<file path="src/rtl/wma_pkg.sv">
package wma_pkg;

  localparam int SampleWidth   = 32;
  localparam int CfgWidth      = 7;
  localparam int MaxWindowDef  = 100;

  localparam logic [CfgWidth-1:0] WindowReset = CfgWidth'(100);

endpackage

</file>
<file path="src/rtl/wma_div.sv">
module wma_div
  import wma_pkg::*;
#(
  parameter int DvdWidth = SampleWidth,
  parameter int DvsWidth = 8
) (
  input  logic                clk_i,
  input  logic                rst_ni,
  input  logic                start_i,
  input  logic [DvdWidth-1:0] dividend_i,
  input  logic [DvsWidth-1:0] divisor_i,
  output logic                done_o,
  output logic [DvdWidth-1:0] quotient_o,
  output logic [DvsWidth-1:0] remainder_o
);

  localparam int CntWidth = $clog2(DvdWidth + 1);

  logic [DvdWidth-1:0] dvd_q, dvd_d;
  logic [DvsWidth-1:0] dvs_q;
  logic [DvsWidth-1:0] rem_q, rem_d;
  logic [CntWidth-1:0] cnt_q;
  logic                busy_q;
  logic                done_q;
  logic [DvsWidth:0]   trial;
  logic                fits;

  always_comb begin
    trial = {rem_q, dvd_q[DvdWidth-1]};
    fits  = (trial >= {1'b0, dvs_q});
    if (fits) begin
      rem_d = DvsWidth'(trial - {1'b0, dvs_q});
    end else begin
      rem_d = DvsWidth'(trial);
    end
    dvd_d = {dvd_q[DvdWidth-2:0], fits};
  end

  always_ff @(posedge clk_i or negedge rst_ni) begin
    if (!rst_ni) begin
      busy_q <= 1'b0;
      done_q <= 1'b0;
      cnt_q  <= '0;
    end else if (start_i) begin
      busy_q <= 1'b1;
      done_q <= 1'b0;
      cnt_q  <= CntWidth'(DvdWidth);
    end else if (busy_q) begin
      cnt_q <= cnt_q - CntWidth'(1);
      if (cnt_q == CntWidth'(1)) begin
        busy_q <= 1'b0;
        done_q <= 1'b1;
      end
    end
  end

  always_ff @(posedge clk_i) begin
    if (start_i) begin
      dvd_q <= dividend_i;
      dvs_q <= divisor_i;
      rem_q <= '0;
    end else if (busy_q) begin
      dvd_q <= dvd_d;
      rem_q <= rem_d;
    end
  end

  assign done_o      = done_q;
  assign quotient_o  = dvd_q;
  assign remainder_o = rem_q;

endmodule

</file>
<file path="src/rtl/windowed_moving_average_unit.sv">
// Simple moving average over the last window_size samples.
//
// Input stream (s_axis_*): one unsigned 32-bit sample per transaction.
// Output stream (m_axis_*): one 32-bit floor mean per accepted sample, in order.
// Configuration: cfg_we_i writes cfg_wdata_i into the window register; the
// effective window is that value clamped to 1 .. MAX_WINDOW. Write it only
// while no sample is in flight.
//
// Each sample passes from acceptance to the output register in order: the
// FETCH, GROW and ADD states read and update the ring and the running sum
// through the ring memory's single read port, then the bit-serial divider
// runs (one quotient bit per cycle), then the output register is loaded. One
// sample is worked on at a time; s_axis_tready is high only while the
// datapath is empty, so a new sample waits until the last mean is loaded.
// A finished mean waits in the output register while the receiver stalls, and
// the next sample is accepted meanwhile; the divider result is held until the
// output register frees up.
// Reset clears the running sum, fill count and write position and sets the
// window to 100. The ring itself is not cleared.
module windowed_moving_average_unit
  import wma_pkg::*;
#(
  parameter int MAX_WINDOW = MaxWindowDef
) (
  input  logic                   clk_i,
  input  logic                   rst_ni,
  input  logic                   cfg_we_i,
  input  logic [CfgWidth-1:0]    cfg_wdata_i,
  input  logic                   s_axis_tvalid,
  output logic                   s_axis_tready,
  input  logic [SampleWidth-1:0] s_axis_tdata,  // [31:0] sample
  output logic                   m_axis_tvalid,
  input  logic                   m_axis_tready,
  output logic [SampleWidth-1:0] m_axis_tdata   // [31:0] average
);

  localparam int AW = (MAX_WINDOW > 1) ? $clog2(MAX_WINDOW) : 1;
  localparam int FW = $clog2(MAX_WINDOW + 1);

  typedef enum logic [2:0] {
    S_IDLE,
    S_FETCH,
    S_GROW,
    S_ADD,
    S_DIV
  } state_e;

  state_e                 state_q;
  logic [CfgWidth-1:0]    window_size_q;
  logic [AW-1:0]          wp_q;
  logic [FW-1:0]          fill_q;
  logic [FW-1:0]          oldfill_q;
  logic [FW-1:0]          win_q;
  logic [SampleWidth-1:0] sum_q;
  logic [SampleWidth-1:0] sample_q;
  logic                   hit_old_q;
  logic                   hit_new_q;
  logic                   add_grow_q;
  logic                   m_valid_q;
  logic [SampleWidth-1:0] m_data_q;

  logic [SampleWidth-1:0] ring_q [MAX_WINDOW];
  logic [SampleWidth-1:0] rdata_q;
  logic [AW-1:0]          mem_raddr;
  logic                   mem_we;

  logic [FW-1:0]          eff_w;
  logic                   grow;
  logic [FW-1:0]          newfill;
  logic [SampleWidth-1:0] sum_fin;
  logic                   accept;
  logic                   out_free;
  logic                   out_load;
  logic                   div_start;
  logic                   sum_done;
  logic                   mod_done;
  logic [SampleWidth-1:0] avg;
  logic [FW-1:0]          mod_rem;
  logic [AW:0]            wp_inc;
  logic [SampleWidth-1:0] sum_quo_unused_guard;

  always_comb begin
    if (32'(window_size_q) > 32'(MAX_WINDOW)) begin
      eff_w = FW'(MAX_WINDOW);
    end else if (window_size_q == '0) begin
      eff_w = FW'(1);
    end else begin
      eff_w = FW'(window_size_q);
    end
    grow    = (fill_q < eff_w);
    newfill = grow ? fill_q + FW'(1) : fill_q;
    sum_fin = sum_q + (hit_new_q ? sample_q : '0);
    wp_inc  = (AW + 1)'(wp_q) + (AW + 1)'(1);
  end

  assign accept    = s_axis_tvalid && s_axis_tready;
  assign out_free  = !m_valid_q || m_axis_tready;
  assign out_load  = (state_q == S_DIV) && sum_done && mod_done && out_free;
  assign div_start = (state_q == S_ADD);
  assign mem_we    = (state_q == S_GROW);
  assign mem_raddr = (state_q == S_IDLE) ? wp_q : oldfill_q[AW-1:0];

  assign sum_quo_unused_guard = avg;

  always_ff @(posedge clk_i) begin
    if (mem_we) begin
      ring_q[wp_q] <= sample_q;
    end
    rdata_q <= ring_q[mem_raddr];
  end

  wma_div #(
    .DvdWidth(SampleWidth),
    .DvsWidth(FW)
  ) u_sum_div (
    .clk_i      (clk_i),
    .rst_ni     (rst_ni),
    .start_i    (div_start),
    .dividend_i (sum_fin),
    .divisor_i  (fill_q),
    .done_o     (sum_done),
    .quotient_o (avg),
    .remainder_o()
  );

  wma_div #(
    .DvdWidth(AW + 1),
    .DvsWidth(FW)
  ) u_mod_div (
    .clk_i      (clk_i),
    .rst_ni     (rst_ni),
    .start_i    (div_start),
    .dividend_i (wp_inc),
    .divisor_i  (win_q),
    .done_o     (mod_done),
    .quotient_o (),
    .remainder_o(mod_rem)
  );

  always_ff @(posedge clk_i or negedge rst_ni) begin
    if (!rst_ni) begin
      window_size_q <= WindowReset;
    end else if (cfg_we_i) begin
      window_size_q <= cfg_wdata_i;
    end
  end

  always_ff @(posedge clk_i or negedge rst_ni) begin
    if (!rst_ni) begin
      state_q   <= S_IDLE;
      wp_q      <= '0;
      fill_q    <= '0;
      sum_q     <= '0;
      m_valid_q <= 1'b0;
    end else begin
      if (out_load) begin
        m_valid_q <= 1'b1;
      end else if (m_axis_tready) begin
        m_valid_q <= 1'b0;
      end
      unique case (state_q)
        S_IDLE: begin
          if (accept) begin
            sample_q   <= s_axis_tdata;
            oldfill_q  <= fill_q;
            win_q      <= eff_w;
            fill_q     <= newfill;
            hit_old_q  <= (FW'(wp_q) < fill_q);
            hit_new_q  <= (FW'(wp_q) < newfill);
            add_grow_q <= grow && (FW'(wp_q) != fill_q);
            state_q    <= S_FETCH;
          end
        end
        S_FETCH: begin
          if (hit_old_q) begin
            sum_q <= sum_q - rdata_q;
          end
          state_q <= S_GROW;
        end
        S_GROW: begin
          if (add_grow_q) begin
            sum_q <= sum_q + rdata_q;
          end
          state_q <= S_ADD;
        end
        S_ADD: begin
          sum_q   <= sum_fin;
          state_q <= S_DIV;
        end
        S_DIV: begin
          if (out_load) begin
            m_data_q  <= sum_quo_unused_guard;
            wp_q      <= mod_rem[AW-1:0];
            state_q   <= S_IDLE;
          end
        end
        default: begin
          state_q <= S_IDLE;
        end
      endcase
    end
  end

  assign s_axis_tready = (state_q == S_IDLE);
  assign m_axis_tvalid = m_valid_q;
  assign m_axis_tdata  = m_data_q;

`ifndef ASSERT_OFF
  assert property (@(posedge clk_i) disable iff (!rst_ni)
    sum_done |-> mod_done)
    else $error("window position not ready with the mean");

  assert property (@(posedge clk_i) disable iff (!rst_ni)
    (state_q == S_FETCH) |-> (fill_q == oldfill_q || fill_q == oldfill_q + FW'(1)))
    else $error("fill count moved by more than one");

  assert property (@(posedge clk_i) disable iff (!rst_ni)
    (state_q == S_DIV && sum_done && mod_done && out_free)
      |=> (m_axis_tvalid && m_axis_tdata == $past(avg)))
    else $error("mean not loaded into output register");

  assert property (@(posedge clk_i) disable iff (!rst_ni)
    accept |=> !s_axis_tready)
    else $error("second sample accepted while busy");
`endif

endmodule

</file>
<file path="config.mk">
export PLATFORM = sky130hd
export DESIGN_NAME = windowed_moving_average_unit
export DESIGN_NICKNAME = d
export VERILOG_FILES = /design/src/rtl/wma_pkg.sv /design/src/rtl/wma_div.sv /design/src/rtl/windowed_moving_average_unit.sv
export SDC_FILE = /design/constraint.sdc
export NUM_CORES = 2
export LEC_CHECK = 0
export ABC_AREA = 0
export BUFFER_PORTS_ARGS = -buffer_cell sky130_fd_sc_hd__buf_2
export CORE_UTILIZATION = 55
export CTS_CLUSTER_SIZE = 12
export DETAILED_ROUTE_END_ITERATION = 8
export PLACE_DENSITY = 0.71
export SYNTH_ARGS = -nofsm -noshare
export SYNTH_HDL_FRONTEND = slang
export SYNTH_SLANG_ARGS = --single-unit
</file>
<file path="constraint.sdc">
create_clock -name clk_i -period 4.8 [get_ports clk_i]
set_input_delay 0 -clock clk_i [delete_from_list [all_inputs] [get_ports clk_i]]
set_output_delay 0 -clock clk_i [all_outputs]
set_load 0.05 [all_outputs]
</file>
; ---- Yosys cells after proc, flatten, opt, wreduce, memory -nomap -nowiden
; Memory sizes are Yosys's and may differ from the RTL's. A register that Yosys moved wholly into a read port is not among the register bits.
; Cells that the tools add are included.
; Widths: inputs -> output; s select.
[totals]
ff_bits = 220
ram_bits = 3200
input_bits = 44
out_inout_bits = 34
elab_cells = 112
memories = 1
[mem_list]
columns = name, depth, width, rd, rd_ports_with_merged_regs, write_ports, line
row1 = ring_q, 100, 32, 1, 1, 1, windowed_moving_average_unit.sv:62  ; logic [SampleWidth-1:0] ring_q [MAX_WINDOW];
[classes]
add_sub_neg = 9
magnitude_cmp = 6
n_eq_ne = 11
n_mux = 37
reduce_logical = 23
[op_table]
columns = operator, count
row1 = $mux 32, 5
row2 = $pmux 32 s3, 1
row3 = $add 32x32->32, 2
row4 = $mux 7, 6
row5 = $sub 32x32->32, 1
row6 = $lt 7x7->1, 3
row7 = $ge 8x7->1, 2
row8 = $mux 1, 16
row9 = $mux 8, 2
row10 = $pmux 3 s5, 1
row11 = $sub 7x7->7, 2
row12 = $mux 6, 2
row13 = $reduce_and 2->1, 5
row14 = $reduce_bool 2->1, 5
row15 = $reduce_and 3->1, 3
row16 = $add 7x1->8 const B, 1
row17 = $mux 4, 2
row18 = $add 7x1->7 const B, 1
row19 = $gt 7x7->1 const B, 1
row20 = $logic_not 7->1, 1
row21 = $ne 7x7->1, 1
row22 = $eq 3x2->1 const B, 2
row23 = $eq 6x1->1 const B, 1
row24 = $mux 3, 2
row25 = other kinds (12), 18

; ---- Logic depth before layout (Yosys ltp)
[depth]
word_depth = 6
mapped_depth = 20
mapped_depth_nobuf = 20

; ---- Cells and area by module
; From an unflattened synthesis, not the netlist that was laid out.
[unflattened]
hier_cells = 7230
area_unflattened_um2 = 137144.0
[modules_own_cells]
columns = module, n_inst, cells_each, area_each_um2, seq_area_each_um2
row1 = windowed_moving_average_unit, 1, 6862, 132756.1, 100595.2
row2 = wma_div (u_sum_div), 1, 214, 2740.1, 1511.4
row3 = wma_div (u_mod_div), 1, 154, 1647.8, 740.7

; ---- Worst setup path before layout
; No wires, ideal clock.
[synth_timing]
path_kind = flip-flop to flip-flop
start = register sample_q[0]
end = register u_sum_div.dvd_q[30], in the netlist u_sum_div.quotient_o[30], data pin
setup_time_ns = 0.268
t_arrival_ns = 3.890
t_required_ns = 4.532
setup_slack_ns = 0.642
path_stages_with_launch = 14
path_buffers = 0
period_less_slack_ns = 4.158
cell_sequence = edfxtp_1 -> and2_1 -> ha_1 -> inv_1 -> fa_1 -> nor2b_1 -> o31a_1 -> o22a_1 -> a21oi_1 -> o31ai_1 -> nand4b_1 -> a41o_1 -> xnor2_1 -> o21ai_0
[synth_via]
elab_chain_cells = 3
[synth_lines]
columns = element, line
row1 = "start, declared", windowed_moving_average_unit.sv:55  ; logic [SampleWidth-1:0] sample_q;
row2 = "start signal, assigned", windowed_moving_average_unit.sv:164  ; sample_q <= s_axis_tdata;
row3 = $mux 32, windowed_moving_average_unit.sv:92  ; sum_fin = sum_q + (hit_new_q ? sample_q : '0);
row4 = $add 32x32->32, windowed_moving_average_unit.sv:92
row5 = $mux 32, wma_div.sv:58  ; if (start_i) begin
row6 = "end signal, assigned", wma_div.sv:59  ; dvd_q <= dividend_i;
row7 = "end signal, assigned", wma_div.sv:63  ; dvd_q <= dvd_d;
row8 = "end, declared", wma_div.sv:19  ; logic [DvdWidth-1:0] dvd_q, dvd_d;
; No other way between the ends.
; A chain may end at the register's enable or synchronous reset.

; ---- Final worst setup path
[layout_timing]
start = register state_q[0]
end = register rdata_q[7], read port of ring_q
[layout_via]
elab_chain_cells = 2
[layout_lines]
columns = element, line
row1 = "start, declared", windowed_moving_average_unit.sv:48  ; state_e state_q;
row2 = "start signal, assigned", windowed_moving_average_unit.sv:150  ; state_q <= S_IDLE;
row3 = "start signal, assigned", windowed_moving_average_unit.sv:171  ; state_q <= S_FETCH;
row4 = "start signal, assigned", windowed_moving_average_unit.sv:178  ; state_q <= S_GROW;
row5 = $logic_not 3->1, windowed_moving_average_unit.sv:101  ; assign mem_raddr = (state_q == S_IDLE) ? wp_q : oldfill_q[AW-1:0];
row6 = $mux 7, windowed_moving_average_unit.sv:101
row7 = "end, declared", windowed_moving_average_unit.sv:63  ; logic [SampleWidth-1:0] rdata_q;
; No other way between the ends.

==> summary.txt <==
Run status
  – Status: completed

Setup path
  – CP startpoint kind: flop
  – CP endpoint kind: flop
  – Critical Path AT: 5170 ps
  – R2R setup slack: 370 ps
  – WP data required: 5540 ps
  – Crit Path Max Fanout: 18
  – Crit Path Category: reg -> reg

Job
  – Maxcap violations: 0

Finish
  – Layout cells sized above 1: 20.7%
  – Synth-to-Final Area Change: 13.5%
  – Nets: 8329
  – Fin cells: 11700

Placed design
  – IO buf count: 77
  – Inst Count DP: 11100
  – Dpl hpwl: 228 mm
  – Routability congestion estimate: 0.917

Synthesis
  – Top cells by area, synth: edfxtp_1 (73%), mux4_2 (11%), nand2_1 (2.8%), dfrtp_1 (1.2%), nand3_1 (1.2%)
  – Mapped Avg Cell Area: 18.0 µm²
  – Cells after Synth: 7626
  – Synth top cells by count: edfxtp_1 (3335), nand2_1 (1028), mux4_2 (660), nand3_1 (338), nor2_1 (261)
  – Post-Syn Nets: 7776
  – Post-Syn Area: 0.137 mm²
  – Part of the Yosys area used for sequential elements: 75.0%
  – Top-count cell post-synth: edfxtp_1
  – Post-synthesis cell type count: 73
  – Area leader, netlist: edfxtp_1
  – Post-synth EDFFs: 3335
  – Seq cells post-synth: 3452
  – Ys async rst share: 2.06%
  – Synth warn: 0
  – Top FF cell, synth: edfxtp_1
  – Top-area cell type share of the netlist area: 73.0%

Timing
  – Least-Margin Pin Slew: 1240 ps
  – Hold Fails Final Rpt: 0
  – F_max: 0.226 GHz
  – Slew headroom: 16.4%
  – Tcrit/Tclk final: 92.2%
  – Clock Skews: 54.5 ps
  – Slew Limit Fails: 0
  – Setup violators final: 0
  – Setup TNS: 0 ps
  – RSZ-0062 raised after global routing: no
  – Minimum hold slack: 117 ps
  – Final min period: 4430 ps

Clock network
  – CTS tree: built
  – H-tree levels: 5
  – Clock buffer depth: 4
  – Num CTS Buffers: 358
  – Clock Root Buffer: clkbuf_16
  – Worst skew pair latency: 980 ps
  – Setup Buffers After CTS: 0
  – Clk slew on worst S/H paths: 60 ps
  – Clk sink count: 3452

Die
  – Num rows: 183
  – I/O Pins: 78
  – Die H: 501 µm
  – Die span in x: 501 µm
  – Initial core utilization: 55.2%
  – Die Area: 0.251 mm²
  – Core ar.: 0.248 mm²

Worst hold path
  – Min-Delay Path Class: in -> reg

Pwr
  – Leak: 51.4 nW
  – Pwr per Cell Area: 571 mW/mm²
  – Maximum VDD drop: 0.406 mV

Routing
  – Drt first pass iters: 6
  – DRT antenna net count: 0
  – Routed len/inst: 32.3 µm
  – Via density: 6.56
  – Wirelength, routed: 378 mm
  – Drc violations: 0
  – DR iter-0 viols: 11000
  – Routed vias: 76700

Global route
  – GRT overflow: 0
  – Initial antenna violation count: 22
  – GRT Total Usage: 30.1%
  – Vias in the first global route: 74900
  – Largest net degree at the start of global routing: 101
  – First-pass GRT wire length: 537 mm
==> path summary, 6_finish.rpt <==
check / start / end / cells after the start
worst min register to register: win_q[3] / u_mod_div.dvs_q[3] / 0
worst max register to register: state_q[0] / rdata_q[7] / 10
min in group asynchronous: rst_ni / sum_q[22] / 4
max in group asynchronous: rst_ni / sum_q[3] / 4
worst max-delay path: state_q[0] / rdata_q[7] / 10
worst min-delay path: s_axis_tvalid / fill_q[1] / 4
==> cell type report <==
cell class,count,area (µm²)
Multi-Input combinational cell,3703,33000
Antenna cell,6,15.0
Fill cell,16900,92700
Clock buffer,489,9690
Tap cell,3330,4170
Sequential cell,3452,103000
Inverter,58,218
Clock inverter,61,420
Timing Repair Buffer,606,5320
==> sequential cells by signal, indices dropped and copies added, names as in the netlist, 8 cells and up <==
register / count
m_axis_tdata: 32
rdata_q: 32
ring_q: 3200
sample_q: 32
sum_q: 32
u_mod_div.quotient_o: 8
u_sum_div.quotient_o: 32
==> metal layers <==
metal | track usage (%) | part of all wire (%) | vias to the layer above
met5 | 0 | 0.035 | -
met4 | 14.7 | 5.4 | 16
met3 | 6.74 | 12 | 814
met2 | 46.1 | 46 | 5020
met1 | 41.2 | 37 | 39400
li1 | - | - | 31500
==> power breakdown <==
group          switching (mW)  total, mW  internal [mW]
sequential              0.992       35.5           34.5
combinational            17.8       28.5           10.7
clock                    10.8       24.8           14.1
total                    29.5       88.9           59.3
==> repair_timing <==
action | CTS | global route
endpoints found under the hold margin | 188 | 0
endpoints found under the setup margin | 0 | 3
hold buffers | 95 | 0
gates resized for setup | 0 | 1
==> cells by family (layout without fill, tap and decap cells) <==
kind of cell / count (synthesis) / after routing / synth area share, %
adder cells (fa/ha/maj): 106 / 106 / 0.988
XOR/XNOR: 109 / 109 / 0.696
multiplexers: 818 / 818 / 12.0
AO/OA/AOI/OAI: 796 / 796 / 3.81
other: 0 / 6 / 0
buffers and inverters: 471 / 1214 / 1.66
AND/OR/NAND/NOR: 1874 / 1874 / 5.89
flip-flops: 3452 / 3452 / 75.0
==> cells in the final DEF (no fill, tap or decap), types with 14 or more instances in the layout <==
master	n
a21oi_1	208
a21o_1	43
buf_4	378
nor2b_1	21
mux2_2	14
xnor2_1	69
mux4_2	660
a211o_1	27
edfxtp_1	3335
o211ai_1	21
o221ai_1	24
and2_1	34
a311oi_1	39
a31oi_1	103
dlygate4sd3_1	94
nand2b_1	17
xor2_1	40
clkbuf_1	113
nand4_1	24
a211oi_1	33
nand2_1	1021
clkbuf_16	363
dfrtp_1	68
buf_12	58
o32ai_1	29
clkinv_2	18
inv_1	57
dfxtp_1	46
o21ai_0	121
buf_2	76
and3_1	69
nand3_1	334
o22ai_1	40
nor3_1	34
nor2_4	100
ha_1	102
mux2i_1	133
nor2_1	159
clkinv_1	29
==> through the flow <==
stage | area, µm² | utilization [%] | power (mW) | worst slack, ps
floorplan | 137000 | - | 53.6 | 642
global placement | 145000 | 58.2 | 63.8 | 324
detailed placement | 145000 | 58.2 | 64.1 | 386
CTS | 156000 | 62.7 | 88.7 | 312
global route | 156000 | 62.7 | 91.9 | 11.4
finish | 156000 | 62.7 | 88.9 | 372
==> critical path, stage by stage (launching register included) <==
cell	delay (ps)
dfrtp_1	520
nor3_4	300
mux2i_4	360
buf_12	300
buf_12	260
buf_4	280
mux4_2	520
a21oi_1	310
a31oi_1	100
o41ai_1	930
a31oi_1	230
No activity file was read; power rests on OpenSTA's default activity.
